File: src/assert_macros.svh
// assert_macros.svh: assertion macros for the load monitor RTL.
// No dependencies; included by the modules that carry assertions.
`ifndef ASSERT_MACROS_SVH
`define ASSERT_MACROS_SVH

// Consequent must hold in the same cycle as the antecedent.
`define CLM_ASSERT_SAME(label, clk, rst, ante, cons) \
   label: assert property (@(posedge clk) disable iff (rst) (ante) |-> (cons)) \
      else $error("%m: same-cycle check failed");

// Consequent must hold in the cycle after the antecedent.
`define CLM_ASSERT_NEXT(label, clk, rst, ante, cons) \
   label: assert property (@(posedge clk) disable iff (rst) (ante) |=> (cons)) \
      else $error("%m: next-cycle check failed");

`endif

File: src/clm_pkg.sv
// clm_pkg: widths, constants, state and handshake types of the load monitor.
// No dependencies; used by every module of the block.
`timescale 1ns / 1ps
`default_nettype none
package clm_pkg;

   localparam int TICK_WIDTH  = 32;
   localparam int PERIOD_LOG2 = 10;
   localparam int LOAD_W      = 10;
   localparam int LOAD_IDX_W  = $clog2(LOAD_W);
   localparam int SER_CNT_W   = $clog2(TICK_WIDTH);

   typedef logic [TICK_WIDTH-1:0] tick_type;
   typedef logic [LOAD_W-1:0]     load_type;

   localparam load_type LOAD_MAX = load_type'(1000);
   localparam logic [LOAD_IDX_W-1:0] LOAD_IDX_TOP = LOAD_IDX_W'(LOAD_W - 1);
   localparam logic [SER_CNT_W-1:0]  SER_LAST     = SER_CNT_W'(TICK_WIDTH - 1);
   localparam tick_type PERIOD_MASK = tick_type'((65'd1 << PERIOD_LOG2) - 65'd1);

   typedef enum logic [1:0] {
      ST_IDLE,
      ST_SERIAL,
      ST_DIVIDE,
      ST_WRITE
   } state_type;

   typedef struct packed {
      logic start;
      logic change;
   } ser_ctrl_type;

   typedef struct packed {
      logic busy;
      logic done;
   } unit_status_type;

endpackage
`default_nettype wire

File: src/clm_serial_acc.sv
// clm_serial_acc: bit-serial tick distance, running sum and denominator.
// Depends on clm_pkg.
`timescale 1ns / 1ps
`default_nettype none
module clm_serial_acc (
   input  logic                     clock,
   input  logic                     reset,
   input  clm_pkg::ser_ctrl_type    ctrl,
   input  clm_pkg::tick_type        tick,
   input  clm_pkg::tick_type        since,
   input  clm_pkg::tick_type        acc,
   input  clm_pkg::tick_type        other,
   output clm_pkg::unit_status_type status,
   output clm_pkg::tick_type        new_acc,
   output clm_pkg::tick_type        den
);

   logic                           active_ff, active_in;
   logic                           done_ff, done_in;
   logic [clm_pkg::SER_CNT_W-1:0]  cnt_ff, cnt_in;
   logic                           change_ff, change_in;
   clm_pkg::tick_type              tick_sr_ff, tick_sr_in;
   clm_pkg::tick_type              since_sr_ff, since_sr_in;
   clm_pkg::tick_type              acc_sr_ff, acc_sr_in;
   clm_pkg::tick_type              oth_sr_ff, oth_sr_in;
   clm_pkg::tick_type              fwd_sum_ff, fwd_sum_in;
   clm_pkg::tick_type              rev_sum_ff, rev_sum_in;
   clm_pkg::tick_type              fwd_den_ff, fwd_den_in;
   clm_pkg::tick_type              rev_den_ff, rev_den_in;
   logic                           fwd_br_ff, fwd_br_in;
   logic                           rev_br_ff, rev_br_in;
   logic                           fwd_cs_ff, fwd_cs_in;
   logic                           rev_cs_ff, rev_cs_in;
   logic                           fwd_cd_ff, fwd_cd_in;
   logic                           rev_cd_ff, rev_cd_in;

   logic t_bit, s_bit, a_bit, o_bit;
   logic fwd_diff, rev_diff, fwd_add, rev_add;
   logic fwd_sum_bit, rev_sum_bit, fwd_den_bit, rev_den_bit;

   // One bit of every operand per cycle, LSB first. The forward chain takes
   // tick - since, the reverse chain since - tick; the final forward borrow
   // picks the chain that holds the absolute distance.
   always_comb begin
      t_bit = tick_sr_ff[0];
      s_bit = since_sr_ff[0];
      a_bit = acc_sr_ff[0];
      o_bit = oth_sr_ff[0];

      fwd_diff  = t_bit ^ s_bit ^ fwd_br_ff;
      fwd_br_in = (~t_bit & s_bit) | (~(t_bit ^ s_bit) & fwd_br_ff);
      rev_diff  = s_bit ^ t_bit ^ rev_br_ff;
      rev_br_in = (~s_bit & t_bit) | (~(s_bit ^ t_bit) & rev_br_ff);

      fwd_add = change_ff & fwd_diff;
      rev_add = change_ff & rev_diff;

      fwd_sum_bit = a_bit ^ fwd_add ^ fwd_cs_ff;
      fwd_cs_in   = (a_bit & fwd_add) | (fwd_cs_ff & (a_bit ^ fwd_add));
      rev_sum_bit = a_bit ^ rev_add ^ rev_cs_ff;
      rev_cs_in   = (a_bit & rev_add) | (rev_cs_ff & (a_bit ^ rev_add));

      fwd_den_bit = fwd_sum_bit ^ o_bit ^ fwd_cd_ff;
      fwd_cd_in   = (fwd_sum_bit & o_bit) | (fwd_cd_ff & (fwd_sum_bit ^ o_bit));
      rev_den_bit = rev_sum_bit ^ o_bit ^ rev_cd_ff;
      rev_cd_in   = (rev_sum_bit & o_bit) | (rev_cd_ff & (rev_sum_bit ^ o_bit));

      tick_sr_in  = tick_sr_ff >> 1;
      since_sr_in = since_sr_ff >> 1;
      acc_sr_in   = acc_sr_ff >> 1;
      oth_sr_in   = oth_sr_ff >> 1;
      fwd_sum_in  = {fwd_sum_bit, fwd_sum_ff[clm_pkg::TICK_WIDTH-1:1]};
      rev_sum_in  = {rev_sum_bit, rev_sum_ff[clm_pkg::TICK_WIDTH-1:1]};
      fwd_den_in  = {fwd_den_bit, fwd_den_ff[clm_pkg::TICK_WIDTH-1:1]};
      rev_den_in  = {rev_den_bit, rev_den_ff[clm_pkg::TICK_WIDTH-1:1]};
      change_in   = change_ff;
      cnt_in      = cnt_ff + 1'b1;
      active_in   = active_ff;
      done_in     = 1'b0;

      if (ctrl.start) begin
         tick_sr_in  = tick;
         since_sr_in = since;
         acc_sr_in   = acc;
         oth_sr_in   = other;
         fwd_sum_in  = fwd_sum_ff;
         rev_sum_in  = rev_sum_ff;
         fwd_den_in  = fwd_den_ff;
         rev_den_in  = rev_den_ff;
         fwd_br_in   = 1'b0;
         rev_br_in   = 1'b0;
         fwd_cs_in   = 1'b0;
         rev_cs_in   = 1'b0;
         fwd_cd_in   = 1'b0;
         rev_cd_in   = 1'b0;
         change_in   = ctrl.change;
         cnt_in      = '0;
         active_in   = 1'b1;
      end else if (active_ff) begin
         if (cnt_ff == clm_pkg::SER_LAST) begin
            active_in = 1'b0;
            done_in   = 1'b1;
         end
      end else begin
         // hold everything once the pass is over
         tick_sr_in  = tick_sr_ff;
         since_sr_in = since_sr_ff;
         acc_sr_in   = acc_sr_ff;
         oth_sr_in   = oth_sr_ff;
         fwd_sum_in  = fwd_sum_ff;
         rev_sum_in  = rev_sum_ff;
         fwd_den_in  = fwd_den_ff;
         rev_den_in  = rev_den_ff;
         fwd_br_in   = fwd_br_ff;
         rev_br_in   = rev_br_ff;
         fwd_cs_in   = fwd_cs_ff;
         rev_cs_in   = rev_cs_ff;
         fwd_cd_in   = fwd_cd_ff;
         rev_cd_in   = rev_cd_ff;
         cnt_in      = cnt_ff;
      end
   end

   always_ff @(posedge clock) begin
      if (reset) begin
         active_ff <= 1'b0;
         done_ff   <= 1'b0;
         cnt_ff    <= '0;
      end else begin
         active_ff <= active_in;
         done_ff   <= done_in;
         cnt_ff    <= cnt_in;
      end
   end

   always_ff @(posedge clock) begin
      change_ff   <= change_in;
      tick_sr_ff  <= tick_sr_in;
      since_sr_ff <= since_sr_in;
      acc_sr_ff   <= acc_sr_in;
      oth_sr_ff   <= oth_sr_in;
      fwd_sum_ff  <= fwd_sum_in;
      rev_sum_ff  <= rev_sum_in;
      fwd_den_ff  <= fwd_den_in;
      rev_den_ff  <= rev_den_in;
      fwd_br_ff   <= fwd_br_in;
      rev_br_ff   <= rev_br_in;
      fwd_cs_ff   <= fwd_cs_in;
      rev_cs_ff   <= rev_cs_in;
      fwd_cd_ff   <= fwd_cd_in;
      rev_cd_ff   <= rev_cd_in;
   end

   // forward borrow out means tick < since: take the reverse chain
   assign new_acc     = fwd_br_ff ? rev_sum_ff : fwd_sum_ff;
   assign den         = fwd_br_ff ? rev_den_ff : fwd_den_ff;
   assign status.busy = active_ff;
   assign status.done = done_ff;

endmodule
`default_nettype wire

File: src/clm_share_div.sv
// clm_share_div: iterative floor(LOAD_MAX * b / d), saturating at LOAD_MAX, one step per cycle.
// Depends on clm_pkg.
`timescale 1ns / 1ps
`default_nettype none
module clm_share_div (
   input  logic                     clock,
   input  logic                     reset,
   input  logic                     start,
   input  clm_pkg::tick_type        busy_val,
   input  clm_pkg::tick_type        den_val,
   output clm_pkg::unit_status_type status,
   output clm_pkg::load_type        quot
);

   logic                            active_ff, active_in;
   logic                            done_ff, done_in;
   logic                            add_ff, add_in;
   logic [clm_pkg::LOAD_IDX_W-1:0]  idx_ff, idx_in;
   clm_pkg::tick_type               r_ff, r_in;
   clm_pkg::tick_type               b_ff, b_in;
   clm_pkg::tick_type               d_ff, d_in;
   clm_pkg::load_type               q_ff, q_in;

   clm_pkg::tick_type sub_val, diff, r_step;
   logic              ge;

   // Doubling step uses r as addend, constant-bit step uses b. Remainder
   // stays below d, so r + sub never wraps when the compare fails.
   always_comb begin
      sub_val = add_ff ? b_ff : r_ff;
      diff    = d_ff - sub_val;
      ge      = (r_ff >= diff);
      r_step  = ge ? (r_ff - diff) : (r_ff + sub_val);

      active_in = active_ff;
      done_in   = 1'b0;
      add_in    = add_ff;
      idx_in    = idx_ff;
      r_in      = r_ff;
      b_in      = b_ff;
      d_in      = d_ff;
      q_in      = q_ff;

      if (start) begin
         b_in   = busy_val;
         d_in   = den_val;
         r_in   = '0;
         add_in = 1'b0;
         idx_in = clm_pkg::LOAD_IDX_TOP;
         if (busy_val >= den_val) begin
            // share of one or more: saturate
            q_in    = clm_pkg::LOAD_MAX;
            done_in = 1'b1;
         end else begin
            q_in      = '0;
            active_in = 1'b1;
         end
      end else if (active_ff) begin
         r_in = r_step;
         if (add_ff) begin
            q_in   = q_ff + clm_pkg::load_type'(ge);
            add_in = 1'b0;
         end else begin
            q_in   = {q_ff[clm_pkg::LOAD_W-2:0], ge};
            add_in = clm_pkg::LOAD_MAX[idx_ff];
         end
         if (add_ff || !clm_pkg::LOAD_MAX[idx_ff]) begin
            if (idx_ff == '0) begin
               active_in = 1'b0;
               done_in   = 1'b1;
            end else begin
               idx_in = idx_ff - 1'b1;
            end
         end
      end
   end

   always_ff @(posedge clock) begin
      if (reset) begin
         active_ff <= 1'b0;
         done_ff   <= 1'b0;
         add_ff    <= 1'b0;
         idx_ff    <= '0;
      end else begin
         active_ff <= active_in;
         done_ff   <= done_in;
         add_ff    <= add_in;
         idx_ff    <= idx_in;
      end
   end

   always_ff @(posedge clock) begin
      r_ff <= r_in;
      b_ff <= b_in;
      d_ff <= d_in;
      q_ff <= q_in;
   end

   assign status.busy = active_ff;
   assign status.done = done_ff;
   assign quot        = q_ff;

endmodule
`default_nettype wire

File: src/cpu_load_monitor.sv
// cpu_load_monitor: CPU load estimate from scheduler switch events.
// Depends on clm_pkg, clm_serial_acc, clm_share_div and assert_macros.svh.
//
//   channel | direction | handshake             | payload
//   req     | in        | req_valid / req_stall | req_timestamp, req_idle_now
//   rsp     | out       | rsp_valid / rsp_stall | rsp_cpu_load, rsp_load_updated
//
// One request at a time. A request runs through the bit-serial
// accumulator (one tick bit per cycle, TICK_WIDTH bits) before the next
// accept. A period end with a nonzero sum adds a pass through the share
// divider (one step per cycle).
// Reset (synchronous) clears the sums, start times, idle flag and load.
// A stalled response holds in the output register; a new request is taken
// meanwhile, and its result waits until the register frees.
`timescale 1ns / 1ps
`default_nettype none
`include "assert_macros.svh"
module cpu_load_monitor (
   input  logic        clock,
   input  logic        reset,
   input  logic        req_valid,
   output logic        req_stall,
   input  logic [31:0] req_timestamp,
   input  logic        req_idle_now,
   output logic        rsp_valid,
   input  logic        rsp_stall,
   output logic [9:0]  rsp_cpu_load,
   output logic        rsp_load_updated
);

   clm_pkg::state_type state_ff, state_in;

   // scheduler bookkeeping
   clm_pkg::tick_type busy_start_ff, busy_start_in;
   clm_pkg::tick_type idle_start_ff, idle_start_in;
   clm_pkg::tick_type busy_sum_ff, busy_sum_in;
   clm_pkg::tick_type idle_sum_ff, idle_sum_in;
   logic              was_idle_ff, was_idle_in;
   clm_pkg::load_type load_value_ff, load_value_in;

   // request held while it is worked on
   clm_pkg::tick_type tick_ff, tick_in;
   logic              idle_now_ff, idle_now_in;
   logic              change_ff, change_in;
   logic              boundary_ff, boundary_in;
   logic              updated_ff, updated_in;

   // response register
   logic              rsp_valid_ff, rsp_valid_in;
   clm_pkg::load_type rsp_load_ff, rsp_load_in;
   logic              rsp_upd_ff, rsp_upd_in;

   clm_pkg::tick_type        tick;
   logic                     accept;
   logic                     change;
   logic                     ser_done;
   logic                     den_zero;
   logic                     div_start;
   logic                     out_load;
   clm_pkg::ser_ctrl_type    ser_ctrl;
   clm_pkg::unit_status_type ser_status;
   clm_pkg::unit_status_type div_status;
   clm_pkg::tick_type        ser_since, ser_acc, ser_other;
   clm_pkg::tick_type        new_acc, den;
   clm_pkg::tick_type        div_busy;
   clm_pkg::load_type        quot;

   // truncate or zero-extend the timestamp to the tick width
   assign tick   = clm_pkg::tick_type'(req_timestamp);
   assign accept = req_valid && !req_stall;
   assign change = (was_idle_ff != req_idle_now);

   // Entering idle grows the busy sum from busy_start; leaving idle grows
   // the idle sum from idle_start. An unchanged flag adds zero.
   assign ser_since = req_idle_now ? busy_start_ff : idle_start_ff;
   assign ser_acc   = req_idle_now ? busy_sum_ff   : idle_sum_ff;
   assign ser_other = req_idle_now ? idle_sum_ff   : busy_sum_ff;

   assign ser_ctrl.start  = accept;
   assign ser_ctrl.change = change;

   clm_serial_acc u_serial (
      .clock   (clock),
      .reset   (reset),
      .ctrl    (ser_ctrl),
      .tick    (tick),
      .since   (ser_since),
      .acc     (ser_acc),
      .other   (ser_other),
      .status  (ser_status),
      .new_acc (new_acc),
      .den     (den)
   );

   // busy sum after this event, before the period clear
   assign div_busy = idle_now_ff ? new_acc : busy_sum_ff;
   assign ser_done = (state_ff == clm_pkg::ST_SERIAL) && ser_status.done;
   assign den_zero = (den == '0);

   clm_share_div u_div (
      .clock    (clock),
      .reset    (reset),
      .start    (div_start),
      .busy_val (div_busy),
      .den_val  (den),
      .status   (div_status),
      .quot     (quot)
   );

   // next state
   always_comb begin
      state_in = state_ff;
      unique case (state_ff)
         clm_pkg::ST_IDLE: begin
            if (req_valid) state_in = clm_pkg::ST_SERIAL;
         end
         clm_pkg::ST_SERIAL: begin
            if (ser_status.done) begin
               if (boundary_ff && !den_zero) state_in = clm_pkg::ST_DIVIDE;
               else                          state_in = clm_pkg::ST_WRITE;
            end
         end
         clm_pkg::ST_DIVIDE: begin
            if (div_status.done) state_in = clm_pkg::ST_WRITE;
         end
         clm_pkg::ST_WRITE: begin
            if (!rsp_valid_ff || !rsp_stall) state_in = clm_pkg::ST_IDLE;
         end
         default: state_in = clm_pkg::ST_IDLE;
      endcase
   end

   // state outputs
   always_comb begin
      req_stall = 1'b1;
      div_start = 1'b0;
      out_load  = 1'b0;
      unique case (state_ff)
         clm_pkg::ST_IDLE:   req_stall = 1'b0;
         clm_pkg::ST_SERIAL: div_start = ser_status.done && boundary_ff && !den_zero;
         clm_pkg::ST_DIVIDE: div_start = 1'b0;
         clm_pkg::ST_WRITE:  out_load  = !rsp_valid_ff || !rsp_stall;
         default:            req_stall = 1'b1;
      endcase
   end

   // datapath
   always_comb begin
      busy_start_in = busy_start_ff;
      idle_start_in = idle_start_ff;
      busy_sum_in   = busy_sum_ff;
      idle_sum_in   = idle_sum_ff;
      was_idle_in   = was_idle_ff;
      load_value_in = load_value_ff;
      tick_in       = tick_ff;
      idle_now_in   = idle_now_ff;
      change_in     = change_ff;
      boundary_in   = boundary_ff;
      updated_in    = updated_ff;
      rsp_load_in   = rsp_load_ff;
      rsp_upd_in    = rsp_upd_ff;
      rsp_valid_in  = rsp_valid_ff && rsp_stall;

      // capture the request and advance the idle flag
      if (accept) begin
         tick_in     = tick;
         idle_now_in = req_idle_now;
         change_in   = change;
         boundary_in = ((tick & clm_pkg::PERIOD_MASK) == '0);
         was_idle_in = req_idle_now;
      end

      // commit sums and start times once the serial pass ends
      if (ser_done) begin
         updated_in = 1'b0;
         if (change_ff) begin
            if (idle_now_ff) idle_start_in = tick_ff;
            else             busy_start_in = tick_ff;
         end
         if (idle_now_ff) busy_sum_in = new_acc;
         else             idle_sum_in = new_acc;
         // period end: drop both sums, the divider already holds its operands
         if (boundary_ff) begin
            busy_sum_in = '0;
            idle_sum_in = '0;
         end
      end

      if ((state_ff == clm_pkg::ST_DIVIDE) && div_status.done) begin
         load_value_in = quot;
         updated_in    = 1'b1;
      end

      if (out_load) begin
         rsp_valid_in = 1'b1;
         rsp_load_in  = load_value_ff;
         rsp_upd_in   = updated_ff;
      end
   end

   always_ff @(posedge clock) begin
      if (reset) begin
         state_ff      <= clm_pkg::ST_IDLE;
         busy_start_ff <= '0;
         idle_start_ff <= '0;
         busy_sum_ff   <= '0;
         idle_sum_ff   <= '0;
         was_idle_ff   <= 1'b0;
         load_value_ff <= '0;
         rsp_valid_ff  <= 1'b0;
      end else begin
         state_ff      <= state_in;
         busy_start_ff <= busy_start_in;
         idle_start_ff <= idle_start_in;
         busy_sum_ff   <= busy_sum_in;
         idle_sum_ff   <= idle_sum_in;
         was_idle_ff   <= was_idle_in;
         load_value_ff <= load_value_in;
         rsp_valid_ff  <= rsp_valid_in;
      end
   end

   always_ff @(posedge clock) begin
      tick_ff     <= tick_in;
      idle_now_ff <= idle_now_in;
      change_ff   <= change_in;
      boundary_ff <= boundary_in;
      updated_ff  <= updated_in;
      rsp_load_ff <= rsp_load_in;
      rsp_upd_ff  <= rsp_upd_in;
   end

   assign rsp_valid        = rsp_valid_ff;
   assign rsp_cpu_load     = rsp_load_ff;
   assign rsp_load_updated = rsp_upd_ff;

   `CLM_ASSERT_NEXT(a_accept_starts_serial, clock, reset, accept, state_ff == clm_pkg::ST_SERIAL && ser_status.busy)
   `CLM_ASSERT_SAME(a_div_only_in_divide, clock, reset, div_status.busy, state_ff == clm_pkg::ST_DIVIDE)
   `CLM_ASSERT_SAME(a_serial_only_in_serial, clock, reset, ser_status.busy, state_ff == clm_pkg::ST_SERIAL)
   `CLM_ASSERT_SAME(a_load_in_range, clock, reset, rsp_valid_ff, rsp_load_ff <= clm_pkg::LOAD_MAX)

endmodule
`default_nettype wire

File: config.mk
export PLATFORM = sky130hd
export DESIGN_NAME = cpu_load_monitor
export DESIGN_NICKNAME = d
export VERILOG_FILES = /design/src/clm_pkg.sv /design/src/clm_serial_acc.sv /design/src/clm_share_div.sv /design/src/cpu_load_monitor.sv
export VERILOG_INCLUDE_DIRS = /design/src /design/src/src
export SDC_FILE = /design/constraint.sdc
export NUM_CORES = 1
export LEC_CHECK = 0
export ABC_AREA = 1
export BUFFER_PORTS_ARGS = -buffer_cell sky130_fd_sc_hd__buf_2
export CORE_MARGIN = 5
export CORE_UTILIZATION = 47
export CTS_CLUSTER_SIZE = 24
export DETAILED_ROUTE_END_ITERATION = 12
export HOLD_SLACK_MARGIN = 0.08
export PLACE_DENSITY = 0.64
export SYNTH_ARGS = -nofsm -noshare
export SYNTH_HDL_FRONTEND = slang
export SYNTH_SLANG_ARGS = --single-unit
File: constraint.sdc
create_clock -name clock -period 8.57 [get_ports clock]
set_clock_uncertainty 0.2 [all_clocks]
set_input_delay 1.714 -clock clock [delete_from_list [all_inputs] [get_ports clock]]
set_output_delay 1.714 -clock clock [all_outputs]
set_load 0.05 [all_outputs]
======== Word-level counts from Yosys, hierarchy flattened ========
Memories as Yosys holds them, arrays and structs flattened.
Cells that the tools add are included.
word-level totals
  memory bits (read-only) ................. 16
  logic and storage cells ................. 184
  output and inout port bits .............. 13
  memories ................................ 1
  input port bits ......................... 37
  flip-flop bits (word level) ............. 571
cells by class
  magnitude comparators ................... 3
  add/sub/neg operators ................... 6
  reductions and logical operators ........ 30
  bitwise logic cells ..................... 38
  eq/ne operators ......................... 12
  multiplexer cells ....................... 53
memories
  name              depth  bits a word  read ports  clocked after Yosys merged registers in  wr ports  RTL line             RTL
  (name not given)  16     1            1           0                                        0         clm_share_div.sv:65  add_in = clm_pkg::LOAD_MAX[idx_ff];
operators with widths
  kind                   number
  $mux W32               19
  $ge A32 B32 Y1         2
  $logic_not A32 Y1      2
  $sub A32 B32 Y32       2
  $mux W10               4
  $add A32 B32 Y32       1
  $mux W1                21
  $mux W4                4
  $and A1 B1 Y1          14
  $reduce_and A3 Y1      4
  $xor A1 B1 Y1          11
  $add A10 B1 Y10        1
  $mux W2                4
  $ne A2 B2 Y1 const B   4
  $pmux W2 S4            1
  $logic_and A1 B1 Y1    7
  $not A1 Y1             7
  $ne A2 B1 Y1 const B   3
  $or A1 B1 Y1           6
  $reduce_bool A2 Y1     3
  $add A5 B1 Y5 const B  1
  $eq A5 B5 Y1 const B   1
  $lt A4 B5 Y1 const B   1
  $eq A2 B2 Y1 const B   2
  other kinds (11)       17

======== Longest topological paths before layout ========
  word-level depth ........................ 8
  mapped depth ............................ 37
  mapped depth without buffers ............ 34

======== Hierarchy ========
Synthesis repeated with hierarchy kept, for this count alone.
second synthesis, totals
  cell total of the unflattened synthesis .. 3973
  area, all modules ....................... 31615.3 um^2
by module, submodules not included
  module            area each (um^2)  cells each  instances  sequential area each (um^2)
  clm_share_div     12465.7           1976        1          3002.9
  clm_serial_acc    10805.4           950         1          7977.7
  cpu_load_monitor  8344.3            1047        1          4244.1

======== Least setup slack after synthesis ========
Ideal clock, no wire load.
  kind .................................... input to register
  from .................................... in req_valid
  to ...................................... reg u_serial.fwd_br_ff
  stages .................................. 5
  path buffers ............................ 0
  data required time ...................... 8.213 ns
  setup time .............................. 0.157 ns
  data arrival time ....................... 8.349 ns
  slack ................................... -0.136 ns
  cell sequence ........................... nand2_1 > inv_1 > nor2_1 > inv_1 > o22ai_1
on the way
  word-level cells in the longest chain between the ends .. 1
ends and longest elaborated chain
  element               RTL line                RTL
  start, declared       cpu_load_monitor.sv:21  input logic req_valid,
  $logic_and A1 B1 Y1   cpu_load_monitor.sv:70  assign accept = req_valid && !req_stall;
  end signal, assigned  clm_serial_acc.sv:146   fwd_br_ff <= fwd_br_in;
  end, declared         clm_serial_acc.sv:30    logic fwd_br_ff, fwd_br_in;
Every way passes these cells.
A chain may end at the register's enable or synchronous reset.

======== Worst setup path after layout ========
  from .................................... reg u_div.add_ff
  to ...................................... reg u_div.q_ff[8], in the netlist u_div.quot[8] (data pin)
on the way
  word-level cells in the longest chain between the ends .. 7
ends and longest elaborated chain
  element                 RTL line             RTL
  start, declared         clm_share_div.sv:17  logic add_ff, add_in;
  start signal, assigned  clm_share_div.sv:87  add_ff <= add_in;
  $mux W32                clm_share_div.sv:30  sub_val = add_ff ? b_ff : r_ff;
  $sub A32 B32 Y32        clm_share_div.sv:31  diff = d_ff - sub_val;
  $ge A32 B32 Y1          clm_share_div.sv:32  ge = (r_ff >= diff);
  $add A10 B1 Y10         clm_share_div.sv:61  q_in = q_ff + clm_pkg::load_type'(ge);
  $mux W10 (*)            clm_share_div.sv:60  if (add_ff) begin
  $mux W10 (*)            clm_share_div.sv:58  end else if (active_ff) begin
  $mux W10 (*)            clm_share_div.sv:44  if (start) begin
  via u_div.q_in[8]       clm_share_div.sv:22  clm_pkg::load_type q_ff, q_in;
  end signal, assigned    clm_share_div.sv:96  q_ff <= q_in;
  end, declared           clm_share_div.sv:22
Mark *: on every way through the listed nets, which the timed path passes. The rest lies on a longest branch. The select of a mux whose other input is x is not followed.

==> tab_implementation.tex <==
\begin{tabular}{lr}
\hline
Metric & Value \\
\hline
\multicolumn{2}{l}{\textbf{Status}} \\
Status & finished, final reports clean \\
\multicolumn{2}{l}{\textbf{STA}} \\
Peak Freq & $\sim$160 MHz \\
Shortest clock period the worst path allows after layout & approximately 6.1 ns \\
Unrepaired setup endpoints after global routing & no \\
Count of final setup violators & 0 \\
Worst slew margin relative to its limit & 0.232 \\
Total count of hold-check failures in the final report & 0 \\
Share of the clock period used by the worst path & 0.714 \\
Transition time at the pin with the least slew margin & between 1 and 1.5 ns \\
Number of max-slew violations in the final report & 0 \\
Summed negative setup slack over all endpoints & 0 ns \\
\multicolumn{2}{l}{\textbf{Power and ir drop}} \\
Peak supply drop & 0.000191 V \\
Proportion of power drawn by the clock network & 0.316 \\
Cell-internal power & 5840 uW \\
Net Sw Frac & 0.315 \\
Pwr Density & 251 nW/um\^{}2 \\
Sequential fraction of design power & 0.458 \\
Switching pwr & 2690 uW \\
Part of the power in combinational logic & 0.226 \\
Standby leakage power & between 0.015 and 0.02 uW \\
\multicolumn{2}{l}{\textbf{Placed design}} \\
Port Buffers & 49 \\
Detailed placer's ending HPWL & around 60000 um \\
\# placed instances & 4725 \\
Final RePlAce weighted congestion & 1.01 \\
\multicolumn{2}{l}{\textbf{Floorplanning}} \\
IO Count & 50 \\
Initial core utilization & 0.472 \\
Die outline area & 71100 um\^{}2 \\
Floorplan row count & 94 \\
Horizontal die dimension & 267 um \\
Standard cell core area & 65500 um\^{}2 \\
Height of the die & 267 um \\
\multicolumn{2}{l}{\textbf{GRT}} \\
Global routing usage summed across all routing layers & 0.233 \\
Number of antenna violations at the first check in global routing & 0 \\
First-pass GRT wire length & 132000 um \\
Total overflow reported by the global router & 0 \\
Maximum number of pins on one net before global-route repair & 130 \\
Vias in the first global route & 23800 \\
\multicolumn{2}{l}{\textbf{Drt}} \\
Residual DRC count & 0 \\
Final routed wire length divided by cell count & approximately 17 um \\
DR pass1 iterations & 5 \\
Remaining antenna violation count after routing & 0 \\
Detailed Route Iter0 Violations & around 2500 \\
Via count & 25600 \\
Post-Route WL & 84600 um \\
Avg Vias per Cell & 5.29 \\
\multicolumn{2}{l}{\textbf{Final layout}} \\
Area overhead of the layout relative to synthesis & 10.0\% \\
Fraction of layout cells with a size suffix above 1 & 0.0652 \\
Diodes inserted & 0 \\
Final nets & 4107 \\
Non-Filler Instances & 4837 \\
\multicolumn{2}{l}{\textbf{Logic synthesis}} \\
Most used standard cells in the synthesized netlist & sky130\_fd\_sc\_hd\_\_nand2\_1, sky130\_fd\_sc\_hd\_\_inv\_1, sky130\_fd\_sc\_hd\_\_nor2\_1, sky130\_fd\_sc\_hd\_\_edfxtp\_1, sky130\_fd\_sc\_hd\_\_a21oi\_1 \\
Synth area leaders & sky130\_fd\_sc\_hd\_\_edfxtp\_1, sky130\_fd\_sc\_hd\_\_nand2\_1, sky130\_fd\_sc\_hd\_\_dfxtp\_1, sky130\_fd\_sc\_hd\_\_inv\_1, sky130\_fd\_sc\_hd\_\_a21oi\_1 \\
Number of enable flip-flop cells after synthesis & 376 \\
Count of different cell masters after synthesis & 50 \\
Post-synthesis cell count & about 3900 \\
Cell type contributing the most total cell area after synthesis & sky130\_fd\_sc\_hd\_\_edfxtp\_1 \\
Yosys top cell area share & 0.365 \\
Post-Syn Area & a little over 30000 um\^{}2 \\
FF+latch count, synth & 571 \\
Main synth FF type & sky130\_fd\_sc\_hd\_\_edfxtp\_1 \\
Warning count from the yosys run & 0 \\
Synth Area per Inst & 7.91 um\^{}2 \\
Most instantiated library cell after synthesis & sky130\_fd\_sc\_hd\_\_nand2\_1 \\
Synth Net Count & 4093 \\
Sequential area share after synthesis & 0.491 \\
Post-synth ARST share & 0 \\
\multicolumn{2}{l}{\textbf{Worst setup path}} \\
Cell with the largest stage delay on the worst path & sky130\_fd\_sc\_hd\_\_inv\_1 \\
Beginning of the critical path & u\_div.add\_ff\$\_SDFFE\_PP0P\_ \\
Category of the worst setup path capture point & register \\
Critical path's most frequent cell & sky130\_fd\_sc\_hd\_\_nand2\_1 \\
RR Startpoint & u\_div.add\_ff\$\_SDFFE\_PP0P\_ \\
Delay contributed by the slowest stage of the critical path & 0.67 ns \\
Worst reg2reg setup slack & 2.45 ns \\
Capture instance of the worst register-to-register path & u\_div.quot[8]\$\_DFFE\_PP\_ \\
Required time reported for the critical path endpoint & 8.76 ns \\
Worst-path maximum fanout & 33 \\
Depth of the most critical reg-to-reg path & 29 \\
Data arrival time of the worst path & 6.31 ns \\
Setup CP Type & reg2reg \\
Nature of the critical path startpoint & register \\
\multicolumn{2}{l}{\textbf{Worst hold path}} \\
Worst hold path startpoint & u\_serial.rev\_den\_ff[16]\$\_DFFE\_PP\_ \\
Worst hold path class & reg2reg \\
Worst hold path depth & 0 \\
Hold EP & u\_serial.rev\_den\_ff[15]\$\_DFFE\_PP\_ \\
\multicolumn{2}{l}{\textbf{Job}} \\
Max-Cap Viols & 0 \\
\multicolumn{2}{l}{\textbf{Clock network}} \\
Post-CTS setup buffer count & 0 \\
CTS resizes & 0 \\
\# hold bufs at CTS & 0 \\
Clock network latency to the later pin of the worst-skew pair & 0.66 ns \\
Deepest level of the CTS H-tree & 2 \\
Root buffer selected by CTS & sky130\_fd\_sc\_hd\_\_clkbuf\_16 \\
Total clock sinks & 571 \\
Clock Pin Slew Worst Setup and Hold Paths & 0.07 ns \\
Total CTS buffers & 60 \\
CTS tree & done \\
Longest Clk Path Bufs & 3 \\
\hline
\end{tabular}
-- layout by cell type (no fill, tap or decap), types with 10 or more instances in the layout --
cell type                   instances
sky130_fd_sc_hd__nand2_1         1213
sky130_fd_sc_hd__inv_1            488
sky130_fd_sc_hd__nor2_1           419
sky130_fd_sc_hd__edfxtp_1         376
sky130_fd_sc_hd__a21oi_1          365
sky130_fd_sc_hd__dfxtp_1          194
sky130_fd_sc_hd__o21ai_0          164
sky130_fd_sc_hd__ha_1             138
sky130_fd_sc_hd__nand3_1          126
sky130_fd_sc_hd__clkbuf_16         61
sky130_fd_sc_hd__buf_2             48
sky130_fd_sc_hd__or2_2             38
sky130_fd_sc_hd__xor2_1            37
sky130_fd_sc_hd__buf_4             36
sky130_fd_sc_hd__a31oi_1           33
sky130_fd_sc_hd__nor3_1            25
sky130_fd_sc_hd__nand4_1           22
sky130_fd_sc_hd__xnor2_1           22
sky130_fd_sc_hd__clkinv_2          13
sky130_fd_sc_hd__clkbuf_8          13
sky130_fd_sc_hd__and2_1            12
sky130_fd_sc_hd__clkbuf_1          10
-- worst max path at each step --
stage                                                  to  slack, ns
after floorplan           u_serial.fwd_br_ff$_SDFFE_PP0P_       2.26
after global placement            u_div.quot[8]$_DFFE_PP_       2.60
after detailed placement          u_div.quot[6]$_DFFE_PP_       2.50
after CTS                         u_div.quot[8]$_DFFE_PP_       2.50
after global routing              u_div.quot[8]$_DFFE_PP_       1.94
final                             u_div.quot[8]$_DFFE_PP_       2.45
-- sequential cells by signal, indices dropped and copies added (netlist names), 32 cells and up --
signal	cells
idle_sum_ff	32
u_serial.tick_sr_ff	32
idle_start_ff	32
u_serial.rev_sum_ff	32
u_serial.fwd_den_ff	32
u_div.b_ff	32
u_div.r_ff	32
u_div.d_ff	32
busy_sum_ff	32
busy_start_ff	32
u_serial.rev_den_ff	32
u_serial.oth_sr_ff	32
u_serial.fwd_sum_ff	32
tick_ff	32
u_serial.acc_sr_ff	32
u_serial.since_sr_ff	32
-- logic make-up (layout without fill, tap and decap cells) --
kind of cell | count (synthesis) | count (layout) | synth area share
XOR/XNOR | 59 | 59 | 0.0167
AND/OR/NAND/NOR | 1898 | 1898 | 0.247
flip-flops | 571 | 571 | 0.491
adder cells (fa/ha/maj) | 147 | 147 | 0.0616
buffers and inverters | 630 | 694 | 0.0809
AO/OA/AOI/OAI | 604 | 604 | 0.102
-- through the flow --
| stage | setup WS [ns] | area [um^2] | power (uW) | hold slack, ns | util |
|---|---|---|---|---|---|
| floorplan | 2.26 | 30900 | 5290 | 0.203 | - |
| global placement | 2.60 | 32000 | 5840 | 0.216 | 0.488 |
| detailed placement | 2.50 | 32000 | 5880 | 0.215 | 0.488 |
| CTS | 2.50 | 34000 | 8590 | 0.211 | 0.519 |
| global route | 1.94 | 34000 | 9010 | 0.233 | 0.519 |
| finish | 2.45 | 34000 | 8530 | 0.207 | 0.519 |
-- power by group through the flow --
stage                     Combinational, uW  Sequential, uW  Clock [uW]
after detailed placement               1930            3950           0
after floorplan                        1340            3950           0
after global placement                 1900            3940           0
after CTS                              1940            3900        2750
final                                  1930            3910        2700
after global routing                   2190            3950        2870
-- per-layer routing --
| layer | routed length, um | share of wire | GRT usage |
|---|---|---|---|
| met4 | 2960 | 0.035 | 0.0774 |
| met3 | 4750 | 0.056 | 0.0225 |
| met5 | 0 | 0 | 0 |
| met1 | 39200 | 0.46 | 0.341 |
| met2 | 37700 | 0.45 | 0.367 |
-- cell type report --
type | instances | area (um^2)
timing repair buffer | 85 | 531
multi-input combinational | 2708 | 13300
inverter | 497 | 1870
sequential | 571 | 15200
clock inverter | 28 | 330
clock buffer | 84 | 1740
tap | 864 | 1080
fill | 6315 | 31500
-- worst max-delay path: cells and delay by family (launching register included) --
family	cells	cell delay (ns)
AND/OR/NAND/NOR	18	2.27
adder cells (fa/ha/maj)	4	1.28
AO/OA/AOI/OAI	4	0.90
buffers and inverters	2	0.74
flip-flops	1	0.31
XOR/XNOR	1	0.16
Power figures use the tool's default switching activity.
